## config.mk

```make
export PLATFORM = sky130hd
export DESIGN_NAME = unordered_list_table_unit
export DESIGN_NICKNAME = d
export VERILOG_FILES = /design/src/sv/ult_pkg.sv /design/src/sv/unordered_list_table_unit.sv
export SDC_FILE = /design/constraint.sdc
export NUM_CORES = 2
export LEC_CHECK = 0
export BUFFER_PORTS_ARGS = -buffer_cell sky130_fd_sc_hd__buf_2
export CAP_MARGIN = 25
export CORE_ASPECT_RATIO = 1.1
export CORE_MARGIN = 2
export CORE_UTILIZATION = 45
export CTS_CLUSTER_DIAMETER = 150
export DETAILED_ROUTE_END_ITERATION = 12
export GPL_ROUTABILITY_DRIVEN = 0
export GPL_TIMING_DRIVEN = 0
export PLACE_DENSITY = 0.67
export SKIP_LAST_GASP = 1
export SLEW_MARGIN = 20
export SYNTH_ARGS = -nofsm -noshare
export SYNTH_HDL_FRONTEND = slang
export SYNTH_SLANG_ARGS = --single-unit
```

## constraint.sdc

```tcl
create_clock -name i_clk -period 4.6 [get_ports i_clk]
set_input_delay 0.92 -clock i_clk [delete_from_list [all_inputs] [get_ports i_clk]]
set_output_delay 0.92 -clock i_clk [all_outputs]
set_load 0.02 [all_outputs]
```

## src/sv/ult_pkg.sv

```systemverilog
`timescale 1ns / 1ps

package ult_pkg;

    // Default sizes of the list storage.
    localparam int DEPTH_DEF       = 64;
    localparam int VALUE_WIDTH_DEF = 32;

    // Widths of the stream fields and of the capacity register.
    localparam int KIND_W   = 2;
    localparam int DATA_W   = 32;
    localparam int STATUS_W = 2;
    localparam int POS_W    = 6;
    localparam int COUNT_W  = 7;
    localparam int CAP_W    = 7;
    localparam int OUT_DATA_W = 16;

    localparam logic [CAP_W-1:0] CAP_RESET = 7'd64;

    // Request kinds. The fourth code is unused and changes nothing.
    localparam logic [KIND_W-1:0] KIND_INSERT = 2'd0;
    localparam logic [KIND_W-1:0] KIND_SEARCH = 2'd1;
    localparam logic [KIND_W-1:0] KIND_REMOVE = 2'd2;

    typedef enum logic [STATUS_W-1:0] {
        ST_OK      = 2'd0,
        ST_FULL    = 2'd1,
        ST_MISSING = 2'd2
    } t_status;

    typedef enum logic [2:0] {
        S_IDLE,
        S_EXEC,
        S_SCAN,
        S_RDLAST,
        S_MOVE,
        S_DONE
    } t_state;

endpackage

```

## src/sv/unordered_list_table_unit.sv

```systemverilog
`timescale 1ns / 1ps
// Insert, unused kinds and an empty list go from accept through the execute state to the
// result; search and remove scan the list from index 0 until a match or the last live entry,
// and a successful remove then moves the last entry into the freed slot.
// Throughput: one request at a time, its length set mostly by the scan
// that reads the entry memory through its single read port, one entry per cycle.
// Reset (synchronous, active low) empties the list and sets the capacity to 64.
module unordered_list_table_unit
    import ult_pkg::*;
#(
    parameter int DEPTH       = DEPTH_DEF,
    parameter int VALUE_WIDTH = VALUE_WIDTH_DEF
) (
    input  logic                   i_clk,
    input  logic                   i_rst_n,

    // Capacity register write channel.
    input  logic                   i_cfg_valid,
    output logic                   o_cfg_ready,
    input  logic [CAP_W-1:0]       i_cfg_data,

    // Request stream.
    input  logic                   s_axis_tvalid,
    output logic                   s_axis_tready,
    input  logic [DATA_W-1:0]      s_axis_tdata,   // [31:0] value (signed)
    input  logic [KIND_W-1:0]      s_axis_tuser,   // [1:0] kind

    // Result stream.
    output logic                   m_axis_tvalid,
    input  logic                   m_axis_tready,
    output logic [OUT_DATA_W-1:0]  m_axis_tdata,   // [5:0] position, [12:6] entry_count
    output logic [STATUS_W-1:0]    m_axis_tuser    // [1:0] status
);

    // Address width of the entry memory and width of the live count, which must
    // be able to hold DEPTH itself.
    localparam int AW = (DEPTH > 1) ? $clog2(DEPTH) : 1;
    localparam int CW = $clog2(DEPTH + 1);
    // Common widths used to compare or truncate values of different sizes.
    localparam int LW = (CW > CAP_W) ? CW : CAP_W;
    localparam int PW = (AW > POS_W) ? AW : POS_W;
    localparam int XW = (VALUE_WIDTH > DATA_W) ? VALUE_WIDTH : DATA_W;

    // Entry storage: one write port and one registered read port.
    logic [VALUE_WIDTH-1:0] mem [DEPTH];
    logic [VALUE_WIDTH-1:0] r_rd_data;
    logic [AW-1:0]          rd_addr;
    logic                   mem_we;
    logic [AW-1:0]          mem_waddr;
    logic [VALUE_WIDTH-1:0] mem_wdata;

    t_state                 r_state, n_state;
    logic [KIND_W-1:0]      r_kind, n_kind;
    logic [VALUE_WIDTH-1:0] r_val, n_val;
    logic [CW-1:0]          r_idx, n_idx;
    logic                   r_cmp_valid, n_cmp_valid;
    logic [AW-1:0]          r_cmp_idx, n_cmp_idx;
    logic [AW-1:0]          r_where, n_where;
    logic [CW-1:0]          r_count, n_count;
    logic [CAP_W-1:0]       r_cap, n_cap;
    t_status                r_status, n_status;
    logic [AW-1:0]          r_pos, n_pos;
    logic                   r_out_valid, n_out_valid;
    t_status                r_out_status, n_out_status;
    logic [POS_W-1:0]       r_out_pos, n_out_pos;
    logic [COUNT_W-1:0]     r_out_count, n_out_count;

    logic                   in_fire;
    logic [LW-1:0]          cap_eff;
    logic                   has_room;
    logic [CW-1:0]          last_cnt;
    logic [AW-1:0]          last_idx;
    logic                   hit;
    logic                   scan_end;
    logic [XW-1:0]          val_ext;
    logic [PW-1:0]          pos_ext;
    logic [LW-1:0]          cnt_ext;

    // Always writable; software must write the capacity register only while idle (unchecked).
    assign o_cfg_ready   = 1'b1;
    // A new request is taken whenever the sequencer is idle, even while the previous
    // result still waits in the output register.
    assign s_axis_tready = (r_state == S_IDLE);
    assign in_fire       = s_axis_tvalid && s_axis_tready;

    assign m_axis_tvalid = r_out_valid;
    assign m_axis_tuser  = r_out_status;
    assign m_axis_tdata  = {{(OUT_DATA_W - POS_W - COUNT_W){1'b0}}, r_out_count, r_out_pos};

    // The incoming value is kept in its low VALUE_WIDTH bits.
    assign val_ext = XW'(s_axis_tdata);

    // Effective capacity is the register saturated to DEPTH.
    assign cap_eff  = (LW'(r_cap) > LW'(DEPTH)) ? LW'(DEPTH) : LW'(r_cap);
    assign has_room = LW'(r_count) < cap_eff;

    assign last_cnt = r_count - 1'b1;
    assign last_idx = last_cnt[AW-1:0];

    // Compare stage of the scan: the entry read in the previous cycle against the key.
    assign hit      = r_cmp_valid && (r_rd_data == r_val);
    assign scan_end = r_cmp_valid && (CW'(r_cmp_idx) == last_cnt);

    // Result fields are reduced to the port widths (position modulo 64, count modulo 128).
    assign pos_ext = PW'(r_pos);
    assign cnt_ext = LW'(r_count);

    always_comb begin
        n_state      = r_state;
        n_kind       = r_kind;
        n_val        = r_val;
        n_idx        = r_idx;
        n_cmp_valid  = 1'b0;
        n_cmp_idx    = r_idx[AW-1:0];
        n_where      = r_where;
        n_count      = r_count;
        n_cap        = r_cap;
        n_status     = r_status;
        n_pos        = r_pos;
        n_out_valid  = r_out_valid && !m_axis_tready;
        n_out_status = r_out_status;
        n_out_pos    = r_out_pos;
        n_out_count  = r_out_count;
        rd_addr      = r_idx[AW-1:0];
        mem_we       = 1'b0;
        mem_waddr    = r_count[AW-1:0];
        mem_wdata    = r_val;

        if (i_cfg_valid) begin
            n_cap = i_cfg_data;
        end

        unique case (r_state)
            S_IDLE: begin
                if (in_fire) begin
                    n_kind  = s_axis_tuser;
                    n_val   = val_ext[VALUE_WIDTH-1:0];
                    n_state = S_EXEC;
                end
            end

            S_EXEC: begin
                n_status = ST_MISSING;
                n_pos    = '0;
                n_idx    = '0;
                n_state  = S_DONE;
                case (r_kind) inside
                    KIND_INSERT: begin
                        if (has_room) begin
                            mem_we    = 1'b1;
                            mem_waddr = r_count[AW-1:0];
                            mem_wdata = r_val;
                            n_pos     = r_count[AW-1:0];
                            n_count   = r_count + 1'b1;
                            n_status  = ST_OK;
                        end else begin
                            n_status = ST_FULL;
                        end
                    end
                    KIND_SEARCH, KIND_REMOVE: begin
                        // An empty list has nothing to scan.
                        if (r_count != '0) begin
                            n_state = S_SCAN;
                        end
                    end
                    default: begin
                        n_status = ST_MISSING;
                    end
                endcase
            end

            S_SCAN: begin
                // The compare stage works on the entry read at the previous cycle's read address.
                rd_addr = r_idx[AW-1:0];
                if (hit) begin
                    n_where = r_cmp_idx;
                    n_pos   = r_cmp_idx;
                    if (r_kind == KIND_REMOVE) begin
                        n_state = S_RDLAST;
                    end else begin
                        n_status = ST_OK;
                        n_state  = S_DONE;
                    end
                end else if (scan_end) begin
                    n_status = ST_MISSING;
                    n_pos    = '0;
                    n_state  = S_DONE;
                end else if (r_idx < r_count) begin
                    n_cmp_valid = 1'b1;
                    n_cmp_idx   = r_idx[AW-1:0];
                    n_idx       = r_idx + 1'b1;
                end
            end

            S_RDLAST: begin
                rd_addr = last_idx;
                n_state = S_MOVE;
            end

            S_MOVE: begin
                // The last live entry fills the freed slot; it may be the same slot.
                mem_we    = 1'b1;
                mem_waddr = r_where;
                mem_wdata = r_rd_data;
                n_count   = last_cnt;
                n_status  = ST_OK;
                n_state   = S_DONE;
            end

            S_DONE: begin
                if (!r_out_valid || m_axis_tready) begin
                    n_out_valid  = 1'b1;
                    n_out_status = r_status;
                    n_out_pos    = pos_ext[POS_W-1:0];
                    n_out_count  = cnt_ext[COUNT_W-1:0];
                    n_state      = S_IDLE;
                end
            end

            default: begin
                n_state = S_IDLE;
            end
        endcase
    end

    always_ff @(posedge i_clk) begin
        if (!i_rst_n) begin
            r_state     <= S_IDLE;
            r_cmp_valid <= 1'b0;
            r_count     <= '0;
            r_cap       <= CAP_RESET;
            r_out_valid <= 1'b0;
        end else begin
            r_state     <= n_state;
            r_cmp_valid <= n_cmp_valid;
            r_count     <= n_count;
            r_cap       <= n_cap;
            r_out_valid <= n_out_valid;
        end
    end

    always_ff @(posedge i_clk) begin
        r_kind       <= n_kind;
        r_val        <= n_val;
        r_idx        <= n_idx;
        r_cmp_idx    <= n_cmp_idx;
        r_where      <= n_where;
        r_status     <= n_status;
        r_pos        <= n_pos;
        r_out_status <= n_out_status;
        r_out_pos    <= n_out_pos;
        r_out_count  <= n_out_count;
    end

    // Entry memory: written at one address, read at one address with registered data.
    always_ff @(posedge i_clk) begin
        if (mem_we) begin
            mem[mem_waddr] <= mem_wdata;
        end
        r_rd_data <= mem[rd_addr];
    end

`ifndef ASSERT_OFF
    // The live count never exceeds the storage depth.
    a_count_bound: assert property (@(posedge i_clk) disable iff (!i_rst_n)
        LW'(r_count) <= LW'(DEPTH))
        else $error("live count exceeds DEPTH");

    // A successful remove shrinks the list by exactly one entry.
    a_remove_dec: assert property (@(posedge i_clk) disable iff (!i_rst_n)
        (r_state == S_MOVE) |=> (r_count == $past(last_cnt)))
        else $error("remove did not decrement the live count");

    // The scan only compares entries when the list holds something.
    a_scan_nonempty: assert property (@(posedge i_clk) disable iff (!i_rst_n)
        (r_state == S_SCAN) |-> (r_count != '0))
        else $error("scan running on an empty list");

    // A failed request reports position zero.
    a_pos_zero: assert property (@(posedge i_clk) disable iff (!i_rst_n)
        (m_axis_tvalid && (m_axis_tuser != ST_OK)) |-> (m_axis_tdata[POS_W-1:0] == '0))
        else $error("nonzero position on a failed request");
`endif

endmodule
```

-- Word level (Yosys, flattened, before mapping)
Memories as Yosys holds them, arrays and structs flattened. A register that Yosys moved wholly into a read port is not among the register bits.
Index checks and enable logic that the tools add are counted.
- reductions and logical operators: 23
- bitwise logic cells: 2
- equality and inequality tests: 18
- magnitude comparators: 3
- mux-type cells: 39
- add/subtract/negate cells: 3
- operators by type and width (operator ; number):
    $mux W7 ; 6
    $mux W6 ; 6
    $eq A32 B32 Y1 ; 1
    $mux W32 ; 1
    $pmux W7 S2 ; 2
    $mux W3 ; 8
    $pmux W3 S6 ; 1
    $add A7 B1 Y7 const B ; 2
    $lt A7 B7 Y1 ; 2
    $ne A2 B2 Y1 const B ; 6
    $pmux W6 S2 ; 1
    $reduce_and A3 Y1 ; 3
    $mux W1 ; 8
    $mux W2 ; 4
    $reduce_and A2 Y1 ; 4
    $eq A6 B7 Y1 ; 1
    $gt A7 B7 Y1 const B ; 1
    $reduce_bool A7 Y1 ; 1
    $sub A7 B1 Y7 const B ; 1
    $eq A3 B2 Y1 const B ; 2
    $eq A3 B3 Y1 const B ; 2
    $ne A3 B3 Y1 const B ; 2
    $pmux W2 S3 ; 1
    $logic_and A1 B1 Y1 ; 4
    other kinds (15) ; 18
- memories kept: 1
- bits of input ports: 46
- register bits after elaboration: 95
- memory bits (writable): 2048
- memory list (memory ; words ; bits a word ; rd ports ; clocked after Yosys merged registers in ; wr ports ; RTL line ; text):
    mem ; 64 ; 32 ; 1 ; 1 ; 1 ; unordered_list_table_unit.sv:45 ; logic [VALUE_WIDTH-1:0] mem [DEPTH];

-- Longest topological paths before layout
- word-level depth: 8
- gate-level depth with buffers: 14

-- Worst setup path after synthesis
OpenSTA, ideal clock, no wires.
- path kind: register -> register
- start point: register r_cap[6]
- end point: memory mem[15][0] in the netlist's numbering, enable pin
- stages on the path, launching flop included: 11
- library setup time: 0.461 ns
- slack: -0.123 ns
- data required time: 4.139 ns
- arrival: 4.262 ns
- cells stage by stage: dfxtp_1 -> inv_1 -> nand2_1 -> ha_1 -> o41ai_1 -> a21oi_1 -> a211oi_1 -> buf_2 -> a31oi_1 -> buf_2 -> nor3_1
- longest elaborated chain between the ends: 8
- RTL lines (what ; RTL line ; text):
    start, declared ; unordered_list_table_unit.sv:60 ; logic [CAP_W-1:0] r_cap, n_cap;
    start signal, assigned ; unordered_list_table_unit.sv:237 ; r_cap <= n_cap;
    $gt A7 B7 Y1 ; unordered_list_table_unit.sv:94 ; assign cap_eff = (LW'(r_cap) > LW'(DEPTH)) ? LW'(DEPTH) : LW'(r_cap);
    $mux W7 * ; unordered_list_table_unit.sv:94 ;
    $lt A7 B7 Y1 * ; unordered_list_table_unit.sv:95 ; assign has_room = LW'(r_count) < cap_eff;
    $mux W1 * ; unordered_list_table_unit.sv:149 ; if (has_room) begin
    $mux W1 * ; unordered_list_table_unit.sv:147 ; case (r_kind) inside
    $pmux W1 S2 * ; unordered_list_table_unit.sv:133 ; unique case (r_state)
    $mux W1 * ; unordered_list_table_unit.sv:257 ; if (mem_we) begin
    $mux W1 (not written as such) * ; unordered_list_table_unit.sv:258 ; mem[mem_waddr] <= mem_wdata;
    end, declared ; unordered_list_table_unit.sv:45 ;
Mark *: on every way between the ends. The rest lies on a longest branch, timed or not.

-- Worst setup path in the final report
- start point: register r_state[2]
- end point: memory mem[3][22] in the netlist's numbering, enable pin
- longest elaborated chain between the ends: 4
- RTL lines (what ; RTL line ; text):
    start, declared ; unordered_list_table_unit.sv:52 ; t_state r_state, n_state;
    start signal, assigned ; unordered_list_table_unit.sv:234 ; r_state <= n_state;
    $eq A3 B3 Y1 / $eq A3 B1 Y1 (equally long branches) ; unordered_list_table_unit.sv:133 ;
    $pmux W1 S2 ; unordered_list_table_unit.sv:133 ;
    $mux W1 ; unordered_list_table_unit.sv:257 ;
    $mux W1 (not written as such) ; unordered_list_table_unit.sv:258 ;
Parallel ways exist; a longest one is shown, timed or not.

==> flow_metrics.env <==
export IMPL_yosysWarnings=0
export IMPL_relSlewSlack_pct=14.4
export IMPL_wl_per_cell_um=29.3
export IMPL_cp_required_ns=5.14
export IMPL_power_density_mw_per_mm2=635
export IMPL_min_path_cells=1
export IMPL_drv_cap=0
export IMPL_antenna_found_initial=26
export IMPL_seq_area_frac_synth_pct=76.9
export IMPL_grt_pass1_wl_um=337000
export IMPL_drc_errors=0
export IMPL_drv_slew=0
export IMPL_ys_ff_latch=2175
export IMPL_layout_worst_path_cycle_share_pct=104
export IMPL_track_usage_pct=24.7
export IMPL_grt_max_degree=65
export IMPL_cts_htree_levels=4
export IMPL_rsz0062_at_grt="yes"
export IMPL_max_vdd_ir_drop_mv=0.478
export IMPL_drive_above_1_share_pct=19.0
export IMPL_wirelength_um=238000
export IMPL_path_class="flip-flop to flip-flop"
export IMPL_fin_ws_ns=-0.196
export IMPL_comb_power_share_pct=32.6
export IMPL_nets=5554
export IMPL_rows=166
export IMPL_dp_cells=7709
export IMPL_cp_end_kind="flip-flop"
export IMPL_r2r_start="r_state[2]$_SDFFE_PN0P_"
export IMPL_r2r_end="mem[3][22]$_DFFE_PP_"
export IMPL_cts_tree="done"
export IMPL_setup_viol=32
export IMPL_die_area_mm2=0.191
export IMPL_drt_iter0_markers=7022
export IMPL_die_w_um=417
export IMPL_ant_nets=0
export IMPL_via_per_inst=6.04
export IMPL_post_route_util_pct=52.4
export IMPL_switching_power_uw=22200
export IMPL_whs_ns=0.243
export IMPL_num_fill_cells=14500
export IMPL_hpwlAfterDp_um=166000
export IMPL_cp_start_kind="flip-flop"
export IMPL_placed_area_mm2=0.0908
export IMPL_finClkSkew_ns=0.0309
export IMPL_reg2reg_depth=12
export IMPL_period_minus_slack_ns=4.80
export IMPL_synth_flop_cell="edfxtp_1"
export IMPL_place_port_buffers=60
export IMPL_dieHeight_um=458
export IMPL_synth_edf_count=2118
export IMPL_max_freq_mhz=209
export IMPL_start_util_pct=45.3
export IMPL_synth_cells=5012
export IMPL_area_growth_pct=15.8
export IMPL_synthTopCellsByArea="edfxtp_1 (76%), mux4_2 (6.7%), nand2_1 (4.5%)"
export IMPL_synth_top_cell_by_area="edfxtp_1"
export IMPL_worstMarginPinSlew_ns=1.28
export IMPL_ff2ff_setup_slack_ns=-0.20
export IMPL_hold_path_startpoint="s_axis_tdata[25]"
export IMPL_cts_buffers=196
export IMPL_syn_area_mm2=0.0842
export IMPL_hold_violations=0
export IMPL_path_clk_slew_ns=0.08
export IMPL_netlist_area_leader_share_pct=75.5
export IMPL_design_area_mm2=0.0976
export IMPL_io_pins=67
export IMPL_crit_fanout=10
export IMPL_synth_avg_cell_area_um2=16.8
export IMPL_grt_overflow_total=0
export IMPL_vias=49200
export IMPL_synth_distinct_cells=65
export IMPL_status="finished, violations left"
export IMPL_core_mm2=0.186
export IMPL_seqPwrFrac_pct=41.2
export IMPL_synth_async_reset_ratio_pct=0
export IMPL_leakage_uw=0.0319
export IMPL_hold_path_class="primary input to flip-flop"
export IMPL_firstDrtPassIters=9
export IMPL_fin_cells=8137
export IMPL_violations="setup timing"
export IMPL_cts_buffer_depth=3
export IMPL_intPower_uw=39800
export IMPL_critPathArrivalTime_ns=5.34
export IMPL_root_buffer="clkbuf_16"
export IMPL_min_to="r_val[25]$_DFFE_PP_"
export IMPL_first_global_vias=47600
export IMPL_clkPwrFrac_pct=26.2
export IMPL_p_sw_share_pct=35.8
export IMPL_clock_sinks=2175
export IMPL_worstSkewPairLatency_ns=0.86
## per-stage QoR
stage	power, uW	TNS (ns)	setup slack (ns)
2_1_floorplan	36300	-60.38	-0.123
3_3_place_gp	44300	-4733.41	-3.20
3_5_place_dp	45300	-3.25	-0.113
4_1_cts	61400	-3.77	-0.139
5_1_grt	63600	-8.50	-0.227
6_report	62000	-3.48	-0.196
## power groups by stage
stage | Clock (uW) | Sequential [uW] | Combinational [uW]
6_report | 16300 | 25500 | 20200
5_1_grt | 17100 | 25600 | 20900
4_1_cts | 16400 | 25500 | 19500
3_5_place_dp | 0 | 25900 | 19400
3_3_place_gp | 0 | 26400 | 17900
2_1_floorplan | 0 | 25900 | 10300
## cell usage in the layout (no fill, tap or decap), types with 23 or more instances in the layout
cell type,netlist,final
edfxtp_1,2118,2118
nand2_1,1018,983
nand3_1,260,260
mux4_2,250,250
clkbuf_16,0,203
clkbuf_1,160,201
a31oi_1,196,196
buf_4,37,159
buf_2,81,144
a32oi_1,125,125
mux2i_1,103,103
dfxtp_1,57,57
a22oi_1,60,50
diode_2,0,49
a21oi_1,49,46
nand4_1,42,42
buf_6,16,42
and3_1,38,38
clkinv_1,0,38
xor2_1,37,37
a22o_1,37,37
and2_1,37,36
nand2_4,0,30
clkinv_2,0,29
a21boi_0,25,25
buf_12,0,24
nor3_2,0,23
buf_8,0,23
buf_16,0,23
## metal layers
metal / track usage (%) / routed length [um]
met1: 31.6 / 87100
met2: 39.2 / 111000
met3: 5.57 / 25400
met4: 13.8 / 14800
met5: 0 / 50
## how the worst max path moves through the flow
| stage | startpoint | endpoint | slack (ns) |
|---|---|---|---|
| 3_5_place_dp | r_cap[6]$_SDFFE_PN1P_ | mem[30][15]$_DFFE_PP_ | -0.11 |
| 2_1_floorplan | r_cap[6]$_SDFFE_PN1P_ | mem[15][0]$_DFFE_PP_ | -0.12 |
| 5_1_grt | r_state[2]$_SDFFE_PN0P_ | mem[2][15]$_DFFE_PP_ | -0.23 |
| 6_report | r_state[2]$_SDFFE_PN0P_ | mem[3][22]$_DFFE_PP_ | -0.20 |
| 3_3_place_gp | r_state[2]$_SDFFE_PN0P_ | mem[30][21]$_DFFE_PP_ | -3.20 |
| 4_1_cts | r_cap[6]$_SDFFE_PN1P_ | mem[30][11]$_DFFE_PP_ | -0.14 |
## registers in the layout, summed over array words and instances, names as in the netlist
| register | cells |
|---|---|
| pos_ext | 6 |
| r_where | 6 |
| m_axis_tvalid | 1 |
| r_idx | 7 |
| r_out_count | 7 |
| r_status | 2 |
| r_kind | 2 |
| mem | 2048 |
| cnt_ext | 7 |
| m_axis_tuser | 2 |
| r_val | 32 |
| r_out_pos | 6 |
| r_cmp_idx | 6 |
| r_cmp_valid | 1 |
| r_state | 3 |
| r_cap | 7 |
| r_rd_data | 32 |
## Yosys cell counts, drive strengths merged (2+ instances only)
master     n
edfxtp  2118
nand2   1018
nand3    260
mux4     250
a31oi    196
clkbuf   160
buf      149
a32oi    125
mux2i    103
a22oi     60
dfxtp     57
nor3      51
a21oi     50
nor2      44
nand4     42
and2      38
and3      38
a22o      37
xor2      37
a21boi    33
ha        17
inv       17
nor4      16
xnor2     16
o21ai     15
nor2b      9
a21o       7
nand3b     5
o31ai      5
nand2b     4
a211oi     3
nor3b      3
a221oi     2
conb       2
o21a       2
o21bai     2
o221ai     2
o32ai      2
o41ai      2
or2        2
or3b       2
## final cells by class
| cell class | count | area (um^2) | share of cell area [%] |
|---|---|---|---|
| well taps | 2436 | 3050 | 3.12 |
| flip-flops and latches | 2175 | 64700 | 66.3 |
| diodes | 49 | 123 | 0.126 |
| clock inverters | 105 | 1010 | 1.04 |
| clock buffers | 254 | 5330 | 5.46 |
| plain buffers | 309 | 1530 | 1.57 |
| repair buffers | 279 | 2970 | 3.05 |
| multi-input cells | 2513 | 18800 | 19.2 |
| inverters | 17 | 63.8 | 0.0654 |
## critical path, cell delays in order, from the launching register on
cell and delay, ns:
dfxtp_1 0.43, buf_2 0.27, inv_1 0.17, nor3_1 0.36
clkbuf_1 0.45, clkbuf_1 0.43, nand3b_1 0.14, o31ai_1 0.14
nand2_1 0.76, nor3_2 0.60, buf_4 0.29, buf_4 0.22
buf_4 0.21
## cell families after synthesis
| kind of cell | share of synthesized area (%) |
|---|---|
| AO/OA/AOI/OAI | 4.69 |
| other | 0.00892 |
| buffers and inverters | 1.88 |
| adder cells (fa/ha/maj) | 0.253 |
| multiplexers | 7.91 |
| AND/OR/NAND/NOR | 7.86 |
| flip-flops | 76.9 |
| XOR/XNOR | 0.551 |
## what timing repair did
item	4_1_cts	5_1_grt
setup endpoints to repair	48	298
gates cloned	0	0
buffers inserted	0	15
pin swaps	0	2
resized for setup	5	23
hold buffers	0	0
Note: power is estimated with default switching activity, not from simulation.
